$ cat src/ptbt_pkg.sv
// ----------------------------------------------------------------------------
// ptbt_pkg
// Shared types and constants of the pan/tilt blob tracker: status codes,
// register indexes, register widths and reset values, tracking divisor.
// ----------------------------------------------------------------------------
package ptbt_pkg;

    typedef logic [2:0] t_status;
    typedef logic [2:0] t_cfg_idx;

    localparam t_status ST_TRACK  = 3'd0;
    localparam t_status ST_ABSENT = 3'd1;
    localparam t_status ST_MISS   = 3'd2;
    localparam t_status ST_LOST   = 3'd3;
    localparam t_status ST_SWEEP  = 3'd4;

    localparam t_cfg_idx CFG_TOLERANCE  = 3'd0;
    localparam t_cfg_idx CFG_MISS_LIMIT = 3'd1;
    localparam t_cfg_idx CFG_SWEEP_STEP = 3'd2;
    localparam t_cfg_idx CFG_TRACK_MAX  = 3'd3;
    localparam t_cfg_idx CFG_TILT_HIGH  = 3'd4;
    localparam t_cfg_idx CFG_TILT_LOW   = 3'd5;

    localparam int CFG_DW   = 21;
    localparam int TOL_W    = 9;
    localparam int STEP_W   = 16;
    localparam int LEVEL_W  = 21;
    localparam int MISS_W   = 17;

    localparam logic [TOL_W-1:0]   TOL_RST        = 9'd5;
    localparam logic [STEP_W-1:0]  MISS_LIMIT_RST = 16'd200;
    localparam logic [STEP_W-1:0]  SWEEP_STEP_RST = 16'd5243;
    localparam logic [STEP_W-1:0]  TRACK_MAX_RST  = 16'd5243;
    localparam logic [LEVEL_W-1:0] TILT_HIGH_RST  = 21'd629146;
    localparam logic [LEVEL_W-1:0] TILT_LOW_RST   = 21'd419430;

    // offset magnitude above which the configured maximum step is used
    localparam int TRACK_KNEE = 450;

    // 150000 = 2^4 * 9375; the odd part is divided by reciprocal multiply
    localparam int TRACK_DIV_POW2    = 4;
    localparam int TRACK_DIV_ODD     = 9375;
    localparam int TRACK_RECIP_SHIFT = 23;

endpackage

$ cat src/pan_tilt_blob_tracker_top.sv
// ----------------------------------------------------------------------------
// pan_tilt_blob_tracker_top
// Per-frame pan/tilt steering from a decoded blob coordinate pair.
// ----------------------------------------------------------------------------
// Usage:
//   Input channel (i_valid / o_stall) carries one blob_x/blob_y word per frame.
//   Output channel (o_valid / i_stall) returns one result word per input word:
//   pan and tilt positions (unsigned Q1.POS_FRAC_BITS), servo write strobes,
//   status and the sweep low-end flag.
//   Config channel (i_cfg_valid / o_cfg_ready) writes one register per word by
//   index; ready is always high. Write only while the block is idle.
//   Path: the accepting edge loads the input register, and o_valid rises when
//   the word moves on into the result register. Throughput: one word per cycle
//   while the receiver does not stall; the tracker state is updated in the
//   result stage, so each word sees the state left by the one before.
//   Receiver stall: the result register holds, the input register holds once
//   occupied, and o_stall rises; no word is dropped.
//   Reset: positions go to half travel, sweep direction forward, miss count 0,
//   registers to their defaults, both pipeline stages empty.
// ----------------------------------------------------------------------------
module pan_tilt_blob_tracker_top
    import ptbt_pkg::*;
#(
    parameter int POS_FRAC_BITS = 20,
    parameter int COORD_BITS    = 10
) (
    input  logic                     i_clk,
    input  logic                     i_rst_n,
    input  logic                     i_valid,
    output logic                     o_stall,
    input  logic [COORD_BITS-1:0]    i_blob_x,
    input  logic [COORD_BITS-1:0]    i_blob_y,
    output logic                     o_valid,
    input  logic                     i_stall,
    output logic [POS_FRAC_BITS:0]   o_pan_pos,
    output logic [POS_FRAC_BITS:0]   o_tilt_pos,
    output logic                     o_pan_write,
    output logic                     o_tilt_write,
    output t_status                  o_status,
    output logic                     o_sweep_lost_end,
    input  logic                     i_cfg_valid,
    output logic                     o_cfg_ready,
    input  t_cfg_idx                 i_cfg_index,
    input  logic [CFG_DW-1:0]        i_cfg_data
);

    localparam int PW = POS_FRAC_BITS + 1;
    localparam int CB = COORD_BITS;
    localparam int AW = PW + 18;
    localparam int RW = POS_FRAC_BITS + 6;
    localparam int MW = CB + RW;
    localparam int RECIP_EXP = POS_FRAC_BITS - TRACK_DIV_POW2 + TRACK_RECIP_SHIFT;
    localparam longint unsigned RECIP_L =
        ((64'd1 << RECIP_EXP) + 64'(TRACK_DIV_ODD) - 64'd1) / 64'(TRACK_DIV_ODD);
    localparam logic [RW-1:0] RECIP  = RW'(RECIP_L);
    localparam logic [PW-1:0] FULL   = {1'b1, {POS_FRAC_BITS{1'b0}}};
    localparam logic [PW-1:0] HALF   = {2'b01, {(POS_FRAC_BITS-1){1'b0}}};
    localparam logic [CB-1:0] CENTRE = {1'b1, {(CB-1){1'b0}}};

    // configuration
    logic [TOL_W-1:0]   r_tol;
    logic [STEP_W-1:0]  r_miss_limit;
    logic [STEP_W-1:0]  r_sweep_step;
    logic [STEP_W-1:0]  r_track_max;
    logic [LEVEL_W-1:0] r_tilt_high;
    logic [LEVEL_W-1:0] r_tilt_low;

    // tracker state
    logic [PW-1:0]      r_pan, n_pan;
    logic [PW-1:0]      r_tilt, n_tilt;
    logic               r_fwd, n_fwd;
    logic [MISS_W-1:0]  r_miss, n_miss;

    // input stage
    logic               r_in_valid;
    logic [CB-1:0]      r_x, r_y;

    // result stage
    logic               r_out_valid;
    logic [PW-1:0]      r_o_pan, r_o_tilt;
    logic               r_o_pan_w, r_o_tilt_w, r_o_lost;
    t_status            r_o_status;
    logic               n_pan_w, n_tilt_w, n_lost;
    t_status            n_status;

    logic               adv;
    logic               in_acc;

    assign adv    = !r_out_valid || !i_stall;
    assign o_stall = r_in_valid && !adv;
    assign in_acc = i_valid && !o_stall;

    function automatic logic [PW-1:0] f_clamp(input logic signed [AW-1:0] v);
        logic [PW-1:0] res;
        if (v < 0) begin
            res = '0;
        end else if (v > $signed(AW'(FULL))) begin
            res = FULL;
        end else begin
            res = PW'(v);
        end
        return res;
    endfunction

    function automatic logic [CB-1:0] f_mag(input logic signed [CB:0] off);
        logic signed [CB:0] a;
        a = (off < 0) ? -off : off;
        return a[CB-1:0];
    endfunction

    // signed step: trunc(|off| * 2^F / 150000), or the max step past the knee
    function automatic logic signed [AW-1:0] f_step(input logic signed [CB:0] off,
                                                    input logic [STEP_W-1:0] max_step);
        logic [CB-1:0]          mag;
        logic [MW-1:0]          prod;
        logic signed [AW-1:0]   s;
        mag  = f_mag(off);
        prod = MW'(mag) * MW'(RECIP);
        if (16'(mag) > 16'(TRACK_KNEE)) begin
            s = $signed(AW'(max_step));
        end else begin
            s = $signed(AW'(prod >> TRACK_RECIP_SHIFT));
        end
        return (off < 0) ? -s : s;
    endfunction

    always_comb begin
        logic signed [CB:0] offx, offy;
        logic [PW-1:0]      sp;
        offx     = $signed({1'b0, CENTRE}) - $signed({1'b0, r_x});
        offy     = $signed({1'b0, CENTRE}) - $signed({1'b0, r_y});
        n_pan    = r_pan;
        n_tilt   = r_tilt;
        n_fwd    = r_fwd;
        n_miss   = r_miss;
        n_pan_w  = 1'b0;
        n_tilt_w = 1'b0;
        n_lost   = 1'b0;
        n_status = ST_TRACK;
        sp       = '0;
        if (r_x == '0 && r_y == '0) begin
            n_status = ST_ABSENT;
        end else if (r_x == '1 && r_y == '1) begin
            if (r_miss < {1'b0, r_miss_limit}) begin
                n_miss   = r_miss + 1'b1;
                n_status = ST_MISS;
            end else if (r_miss == {1'b0, r_miss_limit}) begin
                n_miss   = r_miss + 1'b1;
                n_status = ST_LOST;
            end else begin
                if (r_fwd) begin
                    n_tilt = f_clamp($signed(AW'(r_tilt_high)));
                    sp     = f_clamp($signed(AW'(r_pan)) + $signed(AW'(r_sweep_step)));
                end else begin
                    n_tilt = f_clamp($signed(AW'(r_tilt_low)));
                    sp     = f_clamp($signed(AW'(r_pan)) - $signed(AW'(r_sweep_step)));
                end
                n_pan = sp;
                if (sp == '0) begin
                    n_fwd  = 1'b1;
                    n_lost = 1'b1;
                end else if (sp == FULL) begin
                    n_fwd = 1'b0;
                end
                n_pan_w  = 1'b1;
                n_tilt_w = 1'b1;
                n_status = ST_SWEEP;
            end
        end else begin
            n_miss   = '0;
            n_pan    = f_clamp($signed(AW'(r_pan)) - f_step(offx, r_track_max));
            n_tilt   = f_clamp($signed(AW'(r_tilt)) + f_step(offy, r_track_max));
            n_pan_w  = 16'(f_mag(offx)) > 16'(r_tol);
            n_tilt_w = 16'(f_mag(offy)) > 16'(r_tol);
            n_status = ST_TRACK;
        end
    end

    always_ff @(posedge i_clk) begin
        if (!i_rst_n) begin
            r_tol        <= TOL_RST;
            r_miss_limit <= MISS_LIMIT_RST;
            r_sweep_step <= SWEEP_STEP_RST;
            r_track_max  <= TRACK_MAX_RST;
            r_tilt_high  <= TILT_HIGH_RST;
            r_tilt_low   <= TILT_LOW_RST;
        end else if (i_cfg_valid && o_cfg_ready) begin
            case (i_cfg_index)
                CFG_TOLERANCE:  r_tol        <= i_cfg_data[TOL_W-1:0];
                CFG_MISS_LIMIT: r_miss_limit <= i_cfg_data[STEP_W-1:0];
                CFG_SWEEP_STEP: r_sweep_step <= i_cfg_data[STEP_W-1:0];
                CFG_TRACK_MAX:  r_track_max  <= i_cfg_data[STEP_W-1:0];
                CFG_TILT_HIGH:  r_tilt_high  <= i_cfg_data[LEVEL_W-1:0];
                CFG_TILT_LOW:   r_tilt_low   <= i_cfg_data[LEVEL_W-1:0];
                default: ;
            endcase
        end
    end

    always_ff @(posedge i_clk) begin
        if (!i_rst_n) begin
            r_in_valid  <= 1'b0;
            r_out_valid <= 1'b0;
            r_pan       <= HALF;
            r_tilt      <= HALF;
            r_fwd       <= 1'b1;
            r_miss      <= '0;
        end else begin
            if (in_acc) begin
                r_in_valid <= 1'b1;
            end else if (adv) begin
                r_in_valid <= 1'b0;
            end
            if (adv) begin
                r_out_valid <= r_in_valid;
            end
            if (adv && r_in_valid) begin
                r_pan  <= n_pan;
                r_tilt <= n_tilt;
                r_fwd  <= n_fwd;
                r_miss <= n_miss;
            end
        end
    end

    always_ff @(posedge i_clk) begin
        if (in_acc) begin
            r_x <= i_blob_x;
            r_y <= i_blob_y;
        end
        if (adv && r_in_valid) begin
            r_o_pan    <= n_pan;
            r_o_tilt   <= n_tilt;
            r_o_pan_w  <= n_pan_w;
            r_o_tilt_w <= n_tilt_w;
            r_o_status <= n_status;
            r_o_lost   <= n_lost;
        end
    end

    assign o_cfg_ready      = 1'b1;
    assign o_valid          = r_out_valid;
    assign o_pan_pos        = r_o_pan;
    assign o_tilt_pos       = r_o_tilt;
    assign o_pan_write      = r_o_pan_w;
    assign o_tilt_write     = r_o_tilt_w;
    assign o_status         = r_o_status;
    assign o_sweep_lost_end = r_o_lost;

    a_pos_range: assert property (@(posedge i_clk) disable iff (!i_rst_n)
        o_valid |-> (o_pan_pos <= FULL) && (o_tilt_pos <= FULL))
        else $error("position beyond full travel");

    a_sweep_writes: assert property (@(posedge i_clk) disable iff (!i_rst_n)
        o_valid && (o_status == ST_SWEEP) |-> o_pan_write && o_tilt_write)
        else $error("sweep word without both servo writes");

    a_lost_end: assert property (@(posedge i_clk) disable iff (!i_rst_n)
        o_valid && o_sweep_lost_end |-> (o_status == ST_SWEEP) && (o_pan_pos == '0))
        else $error("low-end flag outside a sweep at pan zero");

    a_absent_quiet: assert property (@(posedge i_clk) disable iff (!i_rst_n)
        o_valid && (o_status == ST_ABSENT) |-> !o_pan_write && !o_tilt_write)
        else $error("servo write while sensor absent");

    a_stage_hold: assert property (@(posedge i_clk) disable iff (!i_rst_n)
        r_in_valid && !adv |=> r_in_valid && $stable(r_x) && $stable(r_y))
        else $error("input stage lost a word under stall");

endmodule
$ cat config.mk
export PLATFORM = sky130hd
export DESIGN_NAME = pan_tilt_blob_tracker_top
export DESIGN_NICKNAME = d
export VERILOG_FILES = /design/src/ptbt_pkg.sv /design/src/pan_tilt_blob_tracker_top.sv
export SDC_FILE = /design/constraint.sdc
export NUM_CORES = 1
export LEC_CHECK = 0
export BUFFER_PORTS_ARGS = -buffer_cell sky130_fd_sc_hd__buf_4
export CAP_MARGIN = 0
export CORE_MARGIN = 2
export CORE_UTILIZATION = 47
export CTS_CLUSTER_DIAMETER = 30
export DETAILED_ROUTE_END_ITERATION = 10
export PLACE_DENSITY = 0.76
export SLEW_MARGIN = 5
export SYNTH_ARGS = -nofsm -noshare
export SYNTH_HDL_FRONTEND = slang
export SYNTH_SLANG_ARGS = --single-unit
$ cat constraint.sdc
create_clock -name i_clk -period 11.12 [get_ports i_clk]
set_clock_uncertainty 0.2 [all_clocks]
set_input_delay 1.668 -clock i_clk [delete_from_list [all_inputs] [get_ports i_clk]]
set_output_delay 1.668 -clock i_clk [all_outputs]
set_load 0.02 [all_outputs]
## After elaboration in Yosys (flattened, before gate mapping)

Index checks and enable logic that the tools add are counted.

- Memories: 0
- ROM bits: 0
- Bits in writable memories: 0
- Bits in latches: 0
- Input bits: 49
- Word-level logic and storage cells: 142
- Bits in registers: 229

- Bitwise logic cells: 4
- Add/sub/neg operators: 11
- Muxes and demuxes: 49
- Shift operators: 0
- Div/mod/pow operators: 0
- Order comparisons: 17
- Equality and inequality tests: 10
- Reduce and logical (&&, ||, !) cells: 27
- Multipliers: 2

Operator list:

| kind | number |
|---|---|
| 21-bit 2-to-1 mux | 24 |
| 39-bit 2-to-1 mux | 6 |
| 39-bit by 22-bit > comparator with 1-bit output (second input constant) | 2 |
| 39-bit by 1-bit < comparator with 1-bit output (second input constant) | 2 |
| 39-bit negator | 2 |
| 10-bit by 26-bit multiplier with 36-bit output (second input constant) | 2 |
| 17-bit 2-to-1 mux | 3 |
| 22-bit by 1-bit < comparator with 1-bit output (second input constant) | 2 |
| 21-bit > comparator (second input constant) | 2 |
| 22-bit by 39-bit adder with 39-bit output | 1 |
| 22-bit by 39-bit subtractor with 39-bit output | 1 |
| 16-bit 2-to-1 mux | 2 |
| 21-bit by 16-bit adder with 22-bit output | 1 |
| 22-bit by 21-bit > comparator with 1-bit output (second input constant) | 1 |
| 22-bit > comparator (second input constant) | 1 |
| 11-bit by 1-bit < comparator with 1-bit output (second input constant) | 2 |
| 10-bit by 10-bit subtractor with 11-bit output (first input constant) | 2 |
| 21-bit by 16-bit subtractor with 22-bit output | 1 |
| 21-bit equality test (second input constant) | 1 |
| 21-bit zero test | 1 |
| 10-bit equality test (second input constant) | 2 |
| 10-bit by 9-bit > comparator with 1-bit output | 2 |
| 10-bit by 9-bit > comparator with 1-bit output (second input constant) | 2 |
| 10-bit zero test | 2 |
| other kinds (24) | 53 |

## Longest topological paths before layout

- Word-level depth: 15
- Depth in mapped cells: 53

## Least setup slack after synthesis

No wires, ideal clock.

- Kind: reg2reg
- From: register r_x[0]
- To: register r_o_pan[10] (netlist: o_pan_pos[10]), data pin
- Setup time: 0.146 ns
- Data required time: 10.774 ns
- Slack: -0.851 ns
- Arrival time: 11.625 ns
- Buffers on the path: 3
- Stages on the path, launching flop included: 49
- Period minus slack after synthesis: 11.971 ns
- Cells stage by stage: edfxtp_1 inv_1 ha_1 or4b_1 clkbuf_1 o31a_1 clkbuf_1 and2_1 xor2_1 inv_1 fa_1 inv_1 fa_1 inv_1 fa_1 inv_1 fa_1 fa_1 [13 not listed] o31ai_2 nand2_1 o21ai_0 a22oi_1 o21a_1 ha_1 a21o_1 a21oi_1 nand2_1 o21ai_0 o21bai_1 a2111o_1 a211oi_1 a2bb2oi_1 a21oi_1 buf_2 a32oi_1 a21oi_1

- Cells in the longest elaborated chain, start to end: 15
- Elaborated cells on any way between the ends: 22
- Those cells by class: 4 x add/sub; 1 x mul; 4 x order compare; 1 x eq/ne; 9 x mux; 3 x reduce/logical

Ends and longest elaborated chain:

| element | line | text |
|---|---|---|
| start, declared | pan_tilt_blob_tracker_top.sv:76 | `logic [CB-1:0] r_x, r_y;` |
| start signal, assigned | pan_tilt_blob_tracker_top.sv:228 | `r_x <= i_blob_x;` |
| 10-bit by 10-bit subtractor with 11-bit output | pan_tilt_blob_tracker_top.sv:130 | `offx = $signed({1'b0, CENTRE}) - $signed({1'b0, r_x});` |
| 10-bit negator / 11-bit by 1-bit < comparator with 1-bit output (equally long branches) | pan_tilt_blob_tracker_top.sv:107, pan_tilt_blob_tracker_top.sv:124 |  |
| 10-bit 2-to-1 mux | pan_tilt_blob_tracker_top.sv:107 | `a = (off < 0) ? -off : off;` |
| 10-bit by 26-bit multiplier with 36-bit output / 10-bit by 9-bit > comparator with 1-bit output (equally long branches) | pan_tilt_blob_tracker_top.sv:118, pan_tilt_blob_tracker_top.sv:119 |  |
| 16-bit 2-to-1 mux | pan_tilt_blob_tracker_top.sv:119 | `if (16'(mag) > 16'(TRACK_KNEE)) begin` |
| 39-bit 2-to-1 mux | pan_tilt_blob_tracker_top.sv:143 | `end else if (r_x == '1 && r_y == '1) begin` |
| 39-bit 2-to-1 mux | pan_tilt_blob_tracker_top.sv:141 | `if (r_x == '0 && r_y == '0) begin` |
| 39-bit negator | pan_tilt_blob_tracker_top.sv:124 | `return (off < 0) ? -s : s;` |
| 39-bit 2-to-1 mux | pan_tilt_blob_tracker_top.sv:124 |  |
| 22-bit by 39-bit subtractor with 39-bit output | pan_tilt_blob_tracker_top.sv:171 | `n_pan = f_clamp($signed(AW'(r_pan)) - f_step(offx, r_track_max));` |
| 39-bit by 22-bit > comparator with 1-bit output | pan_tilt_blob_tracker_top.sv:97 | `end else if (v > $signed(AW'(FULL))) begin` |
| 21-bit 2-to-1 mux | pan_tilt_blob_tracker_top.sv:97 |  |
| 21-bit 2-to-1 mux | pan_tilt_blob_tracker_top.sv:95 | `if (v < 0) begin` |
| 21-bit 2-to-1 mux | pan_tilt_blob_tracker_top.sv:143 |  |
| 21-bit 2-to-1 mux (*) | pan_tilt_blob_tracker_top.sv:141 |  |
| net n_pan[10] | pan_tilt_blob_tracker_top.sv:69 | `logic [PW-1:0] r_pan, n_pan;` |
| end signal, assigned | pan_tilt_blob_tracker_top.sv:232 | `r_o_pan <= n_pan;` |
| end, declared | pan_tilt_blob_tracker_top.sv:80 | `logic [PW-1:0] r_o_pan, r_o_tilt;` |

Mark *: on every way through the listed nets, which the timed path passes. The rest lies on a longest branch. The select of a mux whose other input is x is not followed.
A chain may end at the register's enable or synchronous reset.

## Worst setup path after layout

- From: register r_x[1]
- To: register r_o_pan[17] (netlist: o_pan_pos[17]), data pin

The elaborated chain is that of the path after synthesis.

==> impl_metrics.tcl <==
set metrics [dict create \
    n_antenna_cell 0 \
    clk_pin_slew_ns 0.05 \
    yosys_warnings 0 \
    place_inst 4123 \
    drcViolationCount 0 \
    synth_ff_type "dfxtp_1" \
    synth-seq-cells 229 \
    drtIter0Drc 2557 \
    rows 87 \
    path_common_cell "nand2_1" \
    end_kind "register" \
    antenna_found_initial 0 \
    synth_cell_types 95 \
    maxCapViolCount 0 \
    core_area_um2 56200 \
    placed_area_um2 28900 \
    io_pins 100 \
    async_reset_ff_frac 0 \
    worst_pin_slew_ns 1.18 \
    die-width_um 242 \
    clock_latency_ns 0.63 \
    timing.rr.end "o_pan_pos[17]" \
    reg2reg_slack_ns 0.24 \
    worst-path-buf-inv 7 \
    cts_made_buffers 53 \
    vias 25564 \
    min_path_type "register to register" \
    critPathMaxFanout 7 \
    place_hpwl_um 63400 \
    fin_crit_sh 0.978 \
    grt_pass1_vias 24280 \
    chipHeight_um 242 \
    endpoint "o_pan_pos[17]" \
    gr-total-overflow 0 \
    final_cells 4260 \
    report.final.hold_viol_count 0 \
    cts.sinks 229 \
    reg2reg_depth 46 \
    cp.arrival_ns 11.10 \
    crit_path_top_delay_cell "fa_1" \
    fill_cells 5045 \
    netlist_area_um2 26600 \
    synthToLayoutAreaGrowth_pct 20.2 \
    startpoint "r_x[1]" \
    start_kind "register" \
    via_per_inst 6.00 \
    root_buffer "clkbuf_16" \
    worst_path_largest_cell_delay_ns 0.53 \
    die-area_um2 58500 \
    required_ns 11.35 \
    cts_tree "yes" \
    setup_viol 0 \
    mostFrequentLayoutCells "inv_1, nand2_1, ha_1" \
    postRouteAntennaNets 0 \
    r2r-start "r_x[1]" \
    final_area_um2 31900 \
    wl_per_cell_um 19.5 \
    syn_inst 3270 \
    initial_core_util 0.473 \
    crit_cells 46 \
    syn-num-nets 3796 \
    io_buffers 98 \
    final_nets 3985 \
    drtPass1Iterations 6 \
    avgSynthCellArea_um2 8.13 \
    max_slew_margin 0.215 \
    yosysSeqAreaShare 0.198 \
    grt_max_degree 78 \
    drive_gt1_frac 0.162 \
    multi_input_area_um2 20400 \
    status "finished, final reports clean" \
    synth_edf_count 68 \
    gp_congestion 0.974 \
    routed_wl_um 83100 \
    critPathTopFamily "compound AO/OA/AOI/OAI gates" \
    path_class "register to register" \
    cts_buffer_depth 3 \
    finalMaxSlewViolations 0 \
    seqCellArea_um2 5270 \
    grt_pass1_wl_um 129000 \
    grt_usage 0.273 \
    min_period_ns 10.88 \
    max_freq_mhz 91.9 \
    htree_levels 2 \
]
-- synthesized netlist by cell type, drive strengths merged (8+ instances only) --
cell type,count,area share
o221ai,15,0.0049
nand4,36,0.0085
dfxtp,161,0.12
clkbuf,119,0.017
a21oi,209,0.039
a221o,9,0.0034
o32a,8,0.0030
xnor2,89,0.029
nand2,348,0.049
and4,10,0.0033
o21a,42,0.012
o31ai,16,0.0049
a211oi,38,0.011
o22ai,10,0.0024
and3,35,0.0086
nor4,30,0.0071
a211o,13,0.0043
nor3,69,0.013
buf,15,0.0031
and2,14,0.0033
or2,14,0.0033
or4,13,0.0038
xor2,54,0.018
ha,315,0.15
fa,162,0.12
a31oi,29,0.0068
nor2,250,0.035
nand2b,33,0.0078
a221oi,15,0.0049
o21bai,16,0.0051
inv,359,0.051
o21ai,163,0.031
a22oi,10,0.0028
a21o,57,0.016
edfxtp,68,0.077
nor2b,30,0.0071
or3,38,0.0089
mux2i,22,0.0083
o211ai,35,0.010
nand3,97,0.018
a21boi,68,0.019
o31a,14,0.0046
-- layer usage --
metal / GRT usage / up-vias / routed length [µm]
met4: 0.0913 / 2 / 2940
met5: 0.0114 / - / 97
met1: 0.376 / 12258 / 35700
met3: 0.0456 / 200 / 7140
met2: 0.434 / 1141 / 37200
li1: - / 11963 / -
-- how the worst min path moves through the flow --
stage                     startpoint  cells after the start               end  slack [ns]
floorplan           r_miss_limit[10]                      2  r_miss_limit[10]        0.24
global placement     r_miss_limit[8]                      2   r_miss_limit[8]        0.25
detailed placement  r_miss_limit[12]                      2  r_miss_limit[12]        0.26
CTS                 r_miss_limit[12]                      2  r_miss_limit[12]        0.26
global route        r_miss_limit[12]                      2  r_miss_limit[12]        0.29
finish              r_miss_limit[12]                      2  r_miss_limit[12]        0.26
-- logic make-up after synthesis --
logic type	Yosys count	share of synthesized area
compound gates	857	0.217
fa+ha+maj	477	0.270
xor+xnor	143	0.0471
other cells	1	0.000141
buf+inv	493	0.0706
mux	26	0.00998
simple gates	1044	0.187
flops	229	0.198
-- flip-flops by register name (all words and copies together) (netlist names), 3 cells and up --
| name | flops |
|---|---|
| r_sweep_step | 16 |
| o_pan_pos | 21 |
| r_miss | 17 |
| r_track_max | 16 |
| r_x | 10 |
| r_pan | 21 |
| r_tol | 9 |
| o_tilt_pos | 21 |
| r_miss_limit | 16 |
| r_tilt_high | 21 |
| r_tilt | 21 |
| r_tilt_low | 21 |
| o_status | 3 |
| r_y | 10 |
-- area by class of cell --
class | count | area share
clock buffer | 56 | 0.0419
clock inverter | 44 | 0.0174
inverter | 359 | 0.0424
multi-input combinational | 2548 | 0.639
sequential | 229 | 0.165
tap | 756 | 0.0296
timing repair buffer | 268 | 0.0647
-- metrics by stage --
stage | util | hold slack [ns] | setup slack (ns) | TNS (ns)
global route | 0.569 | 0.287 | -0.167 | -4.58
finish | 0.569 | 0.263 | 0.243 | 0
floorplan | - | 0.243 | 0.00905 | 0
global placement | 0.515 | 0.252 | 0.0877 | 0
CTS | 0.549 | 0.265 | 0.00766 | 0
detailed placement | 0.515 | 0.258 | -0.0485 | -0.279
-- worst reg2reg max path, delay by kind of cell (launching register included) --
family | cells | cell delay, ns
AOI/OAI and AO/OA | 16 | 3.35
adders and majority gates | 8 | 3.02
and+or+nand+nor | 13 | 2.49
buffers and inverters | 7 | 0.86
DFF | 1 | 0.42
muxes | 1 | 0.28
xor gates and xnor gates | 1 | 0.14
-- what timing repair did --
| item | 4_1_cts | 5_1_grt |
|---|---|---|
| endpoints found under the hold margin | 0 | 0 |
| endpoints found under the setup margin | 20 | 84 |
| pin swaps | 1 | 81 |
| resized for setup | 5 | 177 |
| hold buffers | 0 | 0 |
| gates cloned | 0 | 1 |
| buffers inserted | 0 | 36 |
Power is left out: the tool's default activity adds up to more than one toggle a clock period on the data nets, which glitch-free logic cannot reach.
